[src/hdl/imaw_pkg.sv]
// Shared types, constants and step tables of the IMA ADPCM word decoder.
package imaw_pkg;

	localparam int unsigned CodesPerWord = 8;
	localparam logic [6:0] IdxMax = 7'd88;
	localparam logic [2:0] LastCode = 3'd7;
	localparam logic signed [17:0] SampleMax = 18'sd32767;
	localparam logic signed [17:0] SampleMin = -18'sd32767;

	// Item kinds carried in tuser on the input side.
	localparam logic ModeDecode = 1'b0;
	localparam logic ModeLoad = 1'b1;

	// Classified item as it travels from the front part to the back part.
	typedef struct packed {
		logic is_load;
		logic [31:0] word;
		logic signed [15:0] sample;
		logic [6:0] index;
	} cmd_t;

	localparam logic [14:0] StepRom [0:88] = '{
		15'd7, 15'd8, 15'd9, 15'd10, 15'd11, 15'd12, 15'd13, 15'd14,
		15'd16, 15'd17, 15'd19, 15'd21, 15'd23, 15'd25, 15'd28, 15'd31,
		15'd34, 15'd37, 15'd41, 15'd45, 15'd50, 15'd55, 15'd60, 15'd66,
		15'd73, 15'd80, 15'd88, 15'd97, 15'd107, 15'd118, 15'd130, 15'd143,
		15'd157, 15'd173, 15'd190, 15'd209, 15'd230, 15'd253, 15'd279, 15'd307,
		15'd337, 15'd371, 15'd408, 15'd449, 15'd494, 15'd544, 15'd598, 15'd658,
		15'd724, 15'd796, 15'd876, 15'd963, 15'd1060, 15'd1166, 15'd1282, 15'd1411,
		15'd1552, 15'd1707, 15'd1878, 15'd2066, 15'd2272, 15'd2499, 15'd2749, 15'd3024,
		15'd3327, 15'd3660, 15'd4026, 15'd4428, 15'd4871, 15'd5358, 15'd5894, 15'd6484,
		15'd7132, 15'd7845, 15'd8630, 15'd9493, 15'd10442, 15'd11487, 15'd12635, 15'd13899,
		15'd15289, 15'd16818, 15'd18500, 15'd20350, 15'd22385, 15'd24623, 15'd27086,
		15'd29794, 15'd32767
	};

	function automatic logic [14:0] step_lookup(input logic [6:0] idx);
		logic [14:0] val;
		if (idx > IdxMax) begin
			val = StepRom[88];
		end else begin
			val = StepRom[idx];
		end
		return val;
	endfunction

	function automatic logic signed [4:0] index_adjust(input logic [2:0] mag);
		logic signed [4:0] adj;
		unique case (mag)
			3'd0, 3'd1, 3'd2, 3'd3: adj = -5'sd1;
			3'd4: adj = 5'sd2;
			3'd5: adj = 5'sd4;
			3'd6: adj = 5'sd6;
			3'd7: adj = 5'sd8;
			default: adj = 5'sd0;
		endcase
		return adj;
	endfunction

endpackage

[src/hdl/imaw_front.sv]
// Front part: accepts input transfers and classifies them into load or decode commands.
module imaw_front import imaw_pkg::*; (
	input logic s_tvalid,
	output logic s_tready,
	input logic [55:0] s_tdata,
	input logic s_tuser,
	input logic q_full,
	output logic q_push,
	output cmd_t q_cmd
);

	assign s_tready = !q_full;
	assign q_push = s_tvalid && !q_full;

	// Saturate the start index here so the back part only ever sees 0..88.
	always_comb begin
		q_cmd.is_load = (s_tuser == ModeLoad);
		q_cmd.word = s_tdata[31:0];
		q_cmd.sample = $signed(s_tdata[47:32]);
		q_cmd.index = (s_tdata[54:48] > IdxMax) ? IdxMax : s_tdata[54:48];
	end

endmodule

[src/hdl/imaw_fifo.sv]
// Short command queue between the front and back parts.
module imaw_fifo import imaw_pkg::*; #(
	parameter int unsigned DEPTH = 2
) (
	input logic clk,
	input logic arst_n,
	input logic push,
	input cmd_t push_cmd,
	output logic full,
	input logic pop,
	output logic head_valid,
	output cmd_t head_cmd
);

	localparam int unsigned PtrW = (DEPTH > 1) ? $clog2(DEPTH) : 1;
	localparam int unsigned CntW = $clog2(DEPTH + 1);
	localparam logic [PtrW-1:0] PtrLast = PtrW'(DEPTH - 1);
	localparam logic [CntW-1:0] CntFull = CntW'(DEPTH);

	cmd_t entries_q [DEPTH];
	logic [PtrW-1:0] wr_ptr_q;
	logic [PtrW-1:0] rd_ptr_q;
	logic [CntW-1:0] count_q;
	logic do_push;
	logic do_pop;

	assign full = (count_q == CntFull);
	assign head_valid = (count_q != '0);
	assign head_cmd = entries_q[rd_ptr_q];
	assign do_push = push && !full;
	assign do_pop = pop && head_valid;

	always_ff @(posedge clk) begin
		if (do_push) begin
			entries_q[wr_ptr_q] <= push_cmd;
		end
	end

	always_ff @(posedge clk or negedge arst_n) begin
		if (!arst_n) begin
			wr_ptr_q <= '0;
			rd_ptr_q <= '0;
			count_q <= '0;
		end else begin
			if (do_push) begin
				wr_ptr_q <= (wr_ptr_q == PtrLast) ? '0 : wr_ptr_q + 1'b1;
			end
			if (do_pop) begin
				rd_ptr_q <= (rd_ptr_q == PtrLast) ? '0 : rd_ptr_q + 1'b1;
			end
			case ({do_push, do_pop})
				2'b10: count_q <= count_q + 1'b1;
				2'b01: count_q <= count_q - 1'b1;
				default: count_q <= count_q;
			endcase
		end
	end

endmodule

[src/hdl/imaw_back.sv]
// Back part: decodes one code per cycle when not stalled into the registered output.
module imaw_back import imaw_pkg::*; (
	input logic clk,
	input logic arst_n,
	input logic head_valid,
	input cmd_t head_cmd,
	output logic pop,
	output logic m_tvalid,
	input logic m_tready,
	output logic [15:0] m_tdata,
	output logic m_tlast
);

	logic busy_q;
	logic [2:0] cnt_q;
	logic [31:0] word_q;
	logic signed [15:0] pred_q;
	logic [6:0] idx_q;
	logic out_valid_q;
	logic [15:0] out_sample_q;
	logic out_last_q;

	logic adv;
	logic finish;
	logic [3:0] code;
	logic [14:0] step;
	logic [16:0] diff;
	logic signed [17:0] pred_ext;
	logic signed [17:0] raw;
	logic signed [15:0] pred_next;
	logic signed [7:0] idx_sum;
	logic [6:0] idx_next;

	assign adv = busy_q && (!out_valid_q || m_tready);
	assign finish = adv && (cnt_q == LastCode);
	assign pop = head_valid && (!busy_q || finish);

	assign code = word_q[3:0];
	assign step = step_lookup(idx_q);

	always_comb begin
		diff = {5'd0, step[14:3]};
		if (code[0]) begin
			diff = diff + {4'd0, step[14:2]};
		end
		if (code[1]) begin
			diff = diff + {3'd0, step[14:1]};
		end
		if (code[2]) begin
			diff = diff + {2'd0, step};
		end
	end

	// Clamp only on the side the difference moved toward.
	always_comb begin
		pred_ext = {{2{pred_q[15]}}, pred_q};
		if (code[3]) begin
			raw = pred_ext + $signed({1'b0, diff});
			pred_next = (raw > SampleMax) ? SampleMax[15:0] : raw[15:0];
		end else begin
			raw = pred_ext - $signed({1'b0, diff});
			pred_next = (raw < SampleMin) ? SampleMin[15:0] : raw[15:0];
		end
	end

	always_comb begin
		idx_sum = $signed({1'b0, idx_q}) + 8'(index_adjust(code[2:0]));
		if (idx_sum < 8'sd0) begin
			idx_next = '0;
		end else if (idx_sum > $signed({1'b0, IdxMax})) begin
			idx_next = IdxMax;
		end else begin
			idx_next = idx_sum[6:0];
		end
	end

	always_ff @(posedge clk or negedge arst_n) begin
		if (!arst_n) begin
			busy_q <= 1'b0;
			cnt_q <= '0;
			pred_q <= '0;
			idx_q <= '0;
			out_valid_q <= 1'b0;
		end else begin
			// A load popped on the last code of a word follows it, so it wins.
			if (pop && head_cmd.is_load) begin
				pred_q <= head_cmd.sample;
				idx_q <= head_cmd.index;
			end else if (adv) begin
				pred_q <= pred_next;
				idx_q <= idx_next;
			end
			if (pop && !head_cmd.is_load) begin
				cnt_q <= '0;
			end else if (adv) begin
				cnt_q <= cnt_q + 1'b1;
			end
			if (pop && !head_cmd.is_load) begin
				busy_q <= 1'b1;
			end else if (finish) begin
				busy_q <= 1'b0;
			end
			if (adv) begin
				out_valid_q <= 1'b1;
			end else if (m_tready) begin
				out_valid_q <= 1'b0;
			end
		end
	end

	always_ff @(posedge clk) begin
		if (pop && !head_cmd.is_load) begin
			word_q <= head_cmd.word;
		end else if (adv) begin
			word_q <= {4'd0, word_q[31:4]};
		end
		if (adv) begin
			out_sample_q <= pred_next;
			out_last_q <= (cnt_q == LastCode);
		end
	end

	assign m_tvalid = out_valid_q;
	assign m_tdata = out_sample_q;
	assign m_tlast = out_last_q;

	a_idx_range: assert property (@(posedge clk) disable iff (!arst_n)
		idx_q <= IdxMax)
		else $error("step index left 0..88");

	a_last_marks_eighth: assert property (@(posedge clk) disable iff (!arst_n)
		finish |=> out_valid_q && out_last_q)
		else $error("eighth sample not marked last");

	a_idle_after_eighth: assert property (@(posedge clk) disable iff (!arst_n)
		$fell(busy_q) |-> $past(cnt_q) == LastCode)
		else $error("decoder went idle before the eighth code");

	a_no_pop_midword: assert property (@(posedge clk) disable iff (!arst_n)
		busy_q && cnt_q != LastCode |-> !pop)
		else $error("command taken while a word is still decoding");

endmodule

[src/hdl/ima_adpcm_word_decoder.sv]
// Top level of the IMA ADPCM word decoder: front part, command queue and back part.
//
// The block decodes IMA ADPCM words into 16-bit PCM. An input transfer with tuser set
// loads the predictor and the step index (an index above 88 is saturated to 88) and
// produces no output; a transfer with tuser clear brings a 32-bit word of eight 4-bit
// codes, decoded low nibble first, and produces eight sample transfers, the eighth with
// tlast high. Each code adds or subtracts step/8 plus the selected step fractions, clamps
// to +-32767 on the side it moved toward, and steps the index through the adjust table.
// Rate: the back part runs one code per cycle through the step table lookup, the difference
// adder and the clamp, and words follow one another without a gap while the output is
// taken every cycle. The front part keeps accepting items, while there is room, into a
// QUEUE_DEPTH-entry command queue while the back part works. The output register holds a
// finished sample until it is taken; while it waits, the back part holds on the current
// code and advances again in the cycle the sample transfer happens.
module ima_adpcm_word_decoder import imaw_pkg::*; #(
	parameter int unsigned QUEUE_DEPTH = 2
) (
	input logic clk,
	input logic arst_n,
	input logic s_tvalid,
	output logic s_tready,
	input logic [55:0] s_tdata, // data_word[31:0], start_sample[47:32], start_index[54:48], 0
	input logic s_tuser, // mode: 0 decode, 1 load
	output logic m_tvalid,
	input logic m_tready,
	output logic [15:0] m_tdata, // sample[15:0]
	output logic m_tlast
);

	logic q_full;
	logic q_push;
	cmd_t q_cmd;
	logic head_valid;
	cmd_t head_cmd;
	logic pop;

	// Accept and classify transfers, saturating the load index.
	imaw_front u_front (
		.s_tvalid(s_tvalid),
		.s_tready(s_tready),
		.s_tdata(s_tdata),
		.s_tuser(s_tuser),
		.q_full(q_full),
		.q_push(q_push),
		.q_cmd(q_cmd)
	);

	// Hold commands until the back part is ready for them.
	imaw_fifo #(
		.DEPTH(QUEUE_DEPTH)
	) u_fifo (
		.clk(clk),
		.arst_n(arst_n),
		.push(q_push),
		.push_cmd(q_cmd),
		.full(q_full),
		.pop(pop),
		.head_valid(head_valid),
		.head_cmd(head_cmd)
	);

	// Apply loads and advance one code per cycle, while the output is taken, through each data word.
	imaw_back u_back (
		.clk(clk),
		.arst_n(arst_n),
		.head_valid(head_valid),
		.head_cmd(head_cmd),
		.pop(pop),
		.m_tvalid(m_tvalid),
		.m_tready(m_tready),
		.m_tdata(m_tdata),
		.m_tlast(m_tlast)
	);

endmodule
[config.mk]
export PLATFORM = sky130hd
export DESIGN_NAME = ima_adpcm_word_decoder
export DESIGN_NICKNAME = d
export VERILOG_FILES = /design/src/hdl/imaw_pkg.sv /design/src/hdl/imaw_front.sv /design/src/hdl/imaw_fifo.sv /design/src/hdl/imaw_back.sv /design/src/hdl/ima_adpcm_word_decoder.sv
export SDC_FILE = /design/constraint.sdc
export NUM_CORES = 1
export LEC_CHECK = 0
export BUFFER_PORTS_ARGS = -buffer_cell sky130_fd_sc_hd__clkbuf_2
export CELL_PAD_IN_SITES_DETAIL_PLACEMENT = 0
export CELL_PAD_IN_SITES_GLOBAL_PLACEMENT = 2
export CORE_MARGIN = 4
export CORE_UTILIZATION = 37
export DETAILED_ROUTE_END_ITERATION = 8
export HOLD_SLACK_MARGIN = 0.05
export PLACE_DENSITY = 0.82
export RECOVER_POWER = 50
export SYNTH_ARGS = -nofsm -noshare
export SYNTH_HDL_FRONTEND = slang
export SYNTH_SLANG_ARGS = --single-unit
[constraint.sdc]
create_clock -name clk -period 9.1 [get_ports clk]
set_input_delay 1.365 -clock clk [delete_from_list [all_inputs] [get_ports clk]]
set_output_delay 1.365 -clock clk [all_outputs]
set_load 0.02 [all_outputs]
; ---- Yosys cells after proc, flatten, opt, wreduce, memory -nomap -nowiden
; Memory sizes are Yosys's and may differ from the RTL's. A register that Yosys moved wholly into a read port is not among the register bits.
; Index checks and enable logic that the tools add are counted.
[word_totals]
reg_bits = 81
ramBits = 112
rom_bits = 1960
in_bits = 61
word_cells = 87
n_memories = 3
[op_classes]
add_sub_neg = 11
magnitude_cmp = 7
n_eq_ne = 4
muxes = 30
bitwise = 1
n_reduce_logical = 20
[mem_list]
columns = memory, words, width, read_ports, rd_ports_with_merged_regs, wr, line
row1 = (name not given), 128, 15, 1, 0, 0, imaw_pkg.sv:42  ; val = StepRom[idx];
row2 = u_fifo.entries_q, 2, 56, 1, 0, 1, imaw_fifo.sv:20  ; cmd_t entries_q [DEPTH];
row3 = (name not given), 8, 5, 1, 1, 0, imaw_pkg.sv:49  ; unique case (mag)
[ops]
columns = op, count
row1 = $mux W16, 5
row2 = $mux W32, 2
row3 = $mux W17, 3
row4 = $mux W15, 3
row5 = $mux W7, 5
row6 = $add A16 B18 Y18, 1
row7 = $gt A18 B16 Y1 const B, 1
row8 = $lt A18 B16 Y1 const B, 1
row9 = $sub A16 B18 Y18, 1
row10 = $add A17 B14 Y17, 1
row11 = $add A17 B15 Y17, 1
row12 = $add A12 B13 Y14, 1
row13 = $gt A7 B7 Y1 const B, 2
row14 = $reduce_bool A2 Y1, 6
row15 = $mux W3, 3
row16 = $add A8 B5 Y8, 1
row17 = $ge A8 B8 Y1 const B, 1
row18 = $gt A8 B8 Y1 const B, 1
row19 = $logic_and A1 B1 Y1, 8
row20 = $lt A8 B1 Y1 const B, 1
row21 = $mux W1, 8
row22 = $not A7 Y8, 1
row23 = $eq A2 B2 Y1 const B, 2
row24 = $logic_not A1 Y1, 4
row25 = other kinds (8), 10

; ---- Logic depth before layout (Yosys ltp)
[logic_depth]
word_depth = 17
depth_mapped = 48
ltp_nobuf = 44

; ---- Hierarchy
; Synthesis repeated with hierarchy kept, for this count alone.
[unflattened]
hier_cells = 1405
hier_area_um2 = 14461.4
[modules_own_cells]
columns = mod, instances, cells_each, area_per_inst_um2, seq_area_each_um2
row1 = imaw_back, 1, 1153, 9670.5, 2252.2
row2 = imaw_fifo, 1, 192, 4360.4, 3463.3
row3 = imaw_front, 1, 60, 430.4, 0.0

; ---- Worst setup path after synthesis
; OpenSTA, ideal clock, no wires.
[synth_timing]
path_type = register to register
start = register u_back.idx_q[1]
end = register u_back.out_sample_q[0] (netlist: u_back.m_tdata[0]), data pin
setup_time_ns = 0.256
arrival_time_ns = 9.235
required_ns = 8.844
slack_ns = -0.392
stages_incl_launch_ff = 44
synth_period_minus_slack_ns = 9.492
cell_sequence = dfrtp_1 -> clkbuf_1 -> inv_1 -> ha_1 -> clkbuf_1 -> inv_1 -> a21oi_1 -> nor2_1 -> a31oi_1 -> o32ai_1 -> a31oi_1 -> ha_1 -> a21o_1 -> a21o_1 -> a2111oi_0 -> o31ai_1 -> or3_1 -> nand3_1 -> (+8 left out) -> ha_1 -> or3_1 -> o211ai_1 -> o21ai_0 -> xor2_1 -> mux2_2 -> ha_1 -> buf_2 -> inv_1 -> a21oi_1 -> and3b_1 -> or3_4 -> a221oi_2 -> xnor2_1 -> or2_4 -> o22ai_2 -> a21boi_1 -> nand2b_1
[synth_via]
elab_chain_len = 15
word_cells_on_any_way = 19
[synth_rtl]
columns = element, line
row1 = start: declaration, imaw_back.sv:18  ; logic [6:0] idx_q;
row2 = start signal: assignment, imaw_back.sv:88  ; idx_q <= head_cmd.index;
row3 = start signal: assignment, imaw_back.sv:91  ; idx_q <= idx_next;
row4 = $not A7 Y8 (implied by the code), imaw_pkg.sv:42
row5 = $mem_v2 Z128 W15, --
row6 = $mux W15 (implied by the code) (2 in series), imaw_pkg.sv:42
row7 = $mux W15 (*), imaw_pkg.sv:39  ; if (idx > IdxMax) begin
row8 = $add A12 B13 Y14, imaw_back.sv:44  ; diff = diff + {4'd0, step[14:2]};
row9 = $mux W17, imaw_back.sv:43  ; if (code[0]) begin
row10 = $add A17 B14 Y17, imaw_back.sv:47  ; diff = diff + {3'd0, step[14:1]};
row11 = $mux W17, imaw_back.sv:46  ; if (code[1]) begin
row12 = $add A17 B15 Y17, imaw_back.sv:50  ; diff = diff + {2'd0, step};
row13 = $mux W17 (*), imaw_back.sv:49  ; if (code[2]) begin
row14 = $sub A16 B18 Y18 or $add A16 B18 Y18 (tied branches), "imaw_back.sv:61, imaw_back.sv:58"
row15 = $lt A18 B16 Y1 or $gt A18 B16 Y1 (tied branches), "imaw_back.sv:62, imaw_back.sv:59"
row16 = $mux W16 (on tied branches), "imaw_back.sv:62, imaw_back.sv:59"
row17 = $mux W16 (*), imaw_back.sv:57  ; if (code[3]) begin
row18 = via u_back.pred_next[0], imaw_back.sv:30  ; logic signed [15:0] pred_next;
row19 = end signal: assignment, imaw_back.sv:118  ; out_sample_q <= pred_next;
row20 = end: declaration, imaw_back.sv:20  ; logic [15:0] out_sample_q;
; The timed path passes the listed nets; every way through them passes the cells marked *. The select of a mux whose other input is x is not followed.
; A chain may end at the register's enable or synchronous reset.

; ---- Worst setup path after layout
; Same ends and word-level chain as after synthesis.

==> results.json <==
{
  "grt_setup_unrepaired": "true",
  "maxCapViolations": 2,
  "initial_core_util_pct": 37.5,
  "clockRootBuffer": "clkbuf_16",
  "layout-drive-gt1-share_pct": 28.2,
  "path_clk_slew_ns": 0.07,
  "clock_path_buffers": 2,
  "final_cells": 2110,
  "grt_first_pass_wirelength_microns": 56700,
  "slew_headroom_pct": -36.5,
  "min_period_ns": 8.79,
  "nets": 1796,
  "synth_top_area_share_pct": 35.2,
  "drtPass1Iterations": 5,
  "totalWireLength_microns": 35800,
  "cp.arrival_ns": 8.97,
  "h-tree-depth": 4,
  "synthAdderAreaFrac_pct": 10.0,
  "synth_seq_area_share_pct": 41.7,
  "synthToLayoutAreaGrowth_pct": 26.7,
  "synth_xor_area_share_pct": 3.64,
  "synth_nets": 1560,
  "ys_ff_latch": 197,
  "fillCellCount": 3408,
  "maxSlewViolCount": 61,
  "tightest_slew_ns": 2.04,
  "synth-simple-area-share_pct": 13.4,
  "hold_buffers": 0,
  "fin_tns_setup_ns": 0,
  "dieArea_sq_mm": 0.0402,
  "cts_inserted_buffers": 17,
  "required_ns": 9.28,
  "hold_path.class": "flop to flop",
  "cts_tree": "done",
  "grt_max_degree": 59,
  "clock-sinks": 197,
  "viasPerCell": 5.30,
  "start_kind": "flop",
  "path_max_fanout": 6,
  "dp_hpwl_microns": 27000,
  "place_inst": 2062,
  "yosys.area.top_type": "edfxtp_1",
  "cp_slowest_stage_delay_ns": 0.41,
  "num_vias": 11200,
  "violations": "max-capacitance violations, max-slew violations",
  "syn_inst": 1393,
  "crit_path_end_kind": "flop",
  "fin_area_sq_mm": 0.0174,
  "first_global_vias": 10900,
  "grt_antenna_before_repair": 0,
  "outcome": "complete, but fails checks",
  "hold_viol": 0,
  "num_io_pins": 80,
  "drt_iter0_markers": 645,
  "synth_compound_area_share_pct": 18.8,
  "syn_avg_cell_area_sq_um": 9.85,
  "overflow": 0,
  "synth-edff-count": 161,
  "async_flop_share_pct": 16.2,
  "synth_top_family_by_area": "compound AO/OA/AOI/OAI gates",
  "synthesis.area_sq_mm": 0.0137,
  "final_common_cell": "buf_4",
  "ff2ff_setup_slack_ns": 0.31,
  "setup_viol": 0,
  "final_cell_mix": "buf_4, edfxtp_1, nand2_1, o21ai_0, nor2_1",
  "yosys.cell_types.count": 83,
  "dpl_cell_area_sq_mm": 0.0160,
  "placeableCoreArea_sq_mm": 0.0366,
  "drc": 0,
  "synthTopCellsByArea": "edfxtp_1, ha_1, dfrtp_1",
  "die_h_microns": 201,
  "final.setup_skew_ns": 0.0105,
  "slowest_stage": "dfrtp_2",
  "timing.fmax_ghz": 0.114,
  "cpMostUsedCell": "a21oi_2",
  "gp_congestion": 0.866,
  "rows": 70,
  "postRouteAntennaNets": 0,
  "synth-main-ff-cell": "edfxtp_1",
  "die_w_microns": 201,
  "clock_latency_ns": 0.43,
  "n_antenna_cell": 0,
  "critPathKind": "flop to flop",
  "wl_per_cell_microns": 17.0,
  "muxShareOfSynthArea_pct": 8.71,
  "track_usage_pct": 16.9,
  "io_buffer_count": 78,
  "fin_crit_sh_pct": 96.6,
  "multi_input_area_sq_mm": 0.00821,
  "ys_warn_count": 0,
  "register_area_sq_mm": 0.00572
}
==> metal layers <==
layer	vias to the layer above	global-route usage [%]	wire, microns
met5	-	0	0
met4	0	4.92	740
met3	44	1.99	1290
met2	199	29.2	17400
met1	5307	22.5	16400
li1	5628	-	-
==> worst max-delay path: cells and delay by family (launching register included) <==
| kind | cells | cell delay, ns |
|---|---|---|
| AOI/OAI and AO/OA | 19 | 3.17 |
| and+or+nand+nor | 9 | 1.77 |
| adders and majority gates | 5 | 1.32 |
| buffers and inverters | 6 | 0.72 |
| xor gates and xnor gates | 4 | 0.57 |
| muxes | 2 | 0.57 |
| DFF | 1 | 0.41 |
==> path summary, 6_finish.rpt <==
kind                       depth (start not counted)       startpoint                end
hold reg to reg                                    1    u_back.busy_q    u_back.m_tvalid
setup / recovery                                  45  u_back.idx_q[1]  u_back.m_tdata[0]
min in group asynchronous                          1           arst_n    u_back.idx_q[1]
max in group asynchronous                          1           arst_n    u_fifo.rd_ptr_q
hold / removal                                     1    u_back.busy_q    u_back.m_tvalid
setup reg to reg                                  45  u_back.idx_q[1]  u_back.m_tdata[0]
==> cells by family after synthesis <==
logic type,Yosys count
and+or+nand+nor,377
xor gates and xnor gates,57
buffers and inverters,136
DFF,197
adders and majority gates,106
muxes,111
AOI/OAI and AO/OA,409
==> synth_stat cells, drive strengths merged, types with 10 or more instances <==
cell type / count
edfxtp: 161
a21boi: 10
o21ai: 128
buf: 16
a31oi: 22
nand2b: 26
nand3: 33
a211oi: 14
nor3: 21
or2: 12
nor2: 100
o22ai: 13
a21oi: 100
o21bai: 12
a21o: 27
mux2: 37
xnor2: 42
dfrtp: 32
ha: 100
or3: 17
mux2i: 71
o21a: 17
clkbuf: 63
inv: 56
nand2: 112
nor2b: 15
xor2: 15
==> layout make-up <==
type | instances | area share [%]
Tap cell | 468 | 3.37
Clock buffer | 18 | 2.47
Inverter | 57 | 1.23
Multi-Input combinational cell | 1060 | 47.2
Sequential cell | 197 | 32.9
Timing Repair Buffer | 296 | 11.8
Clock inverter | 14 | 0.979
==> sequential cells by signal, indices dropped and copies added (netlist names), named ones only <==
register and count:
u_fifo.rd_ptr_q 1, u_fifo.wr_ptr_q 1, u_back.m_tdata 16, u_fifo.count_q 2, u_back.busy_q 1, u_back.cnt_q 3
u_back.m_tvalid 1, u_back.pred_q 16, u_back.idx_q 7, u_back.m_tlast 1, u_back.word_q 32, u_fifo.entries_q 112
==> per-stage QoR <==
stage	utilization [%]	hold WS, ns	setup WS (ns)
after global placement	43.7	0.476	-0.444
after floorplan	-	0.457	0.0148
after global routing	47.5	0.520	-0.169
final	47.5	0.493	0.309
after detailed placement	43.7	0.487	-0.462
after CTS	45.7	0.501	0.00142
==> timing repair <==
action                                  CTS  global route
buffers inserted                          3            13
pin swaps                                12            63
gates resized for setup                  27           123
endpoints found under the setup margin   30            32
Power is left out: the tool's default activity adds up to more than one toggle a clock period on the data nets, which glitch-free logic cannot reach.
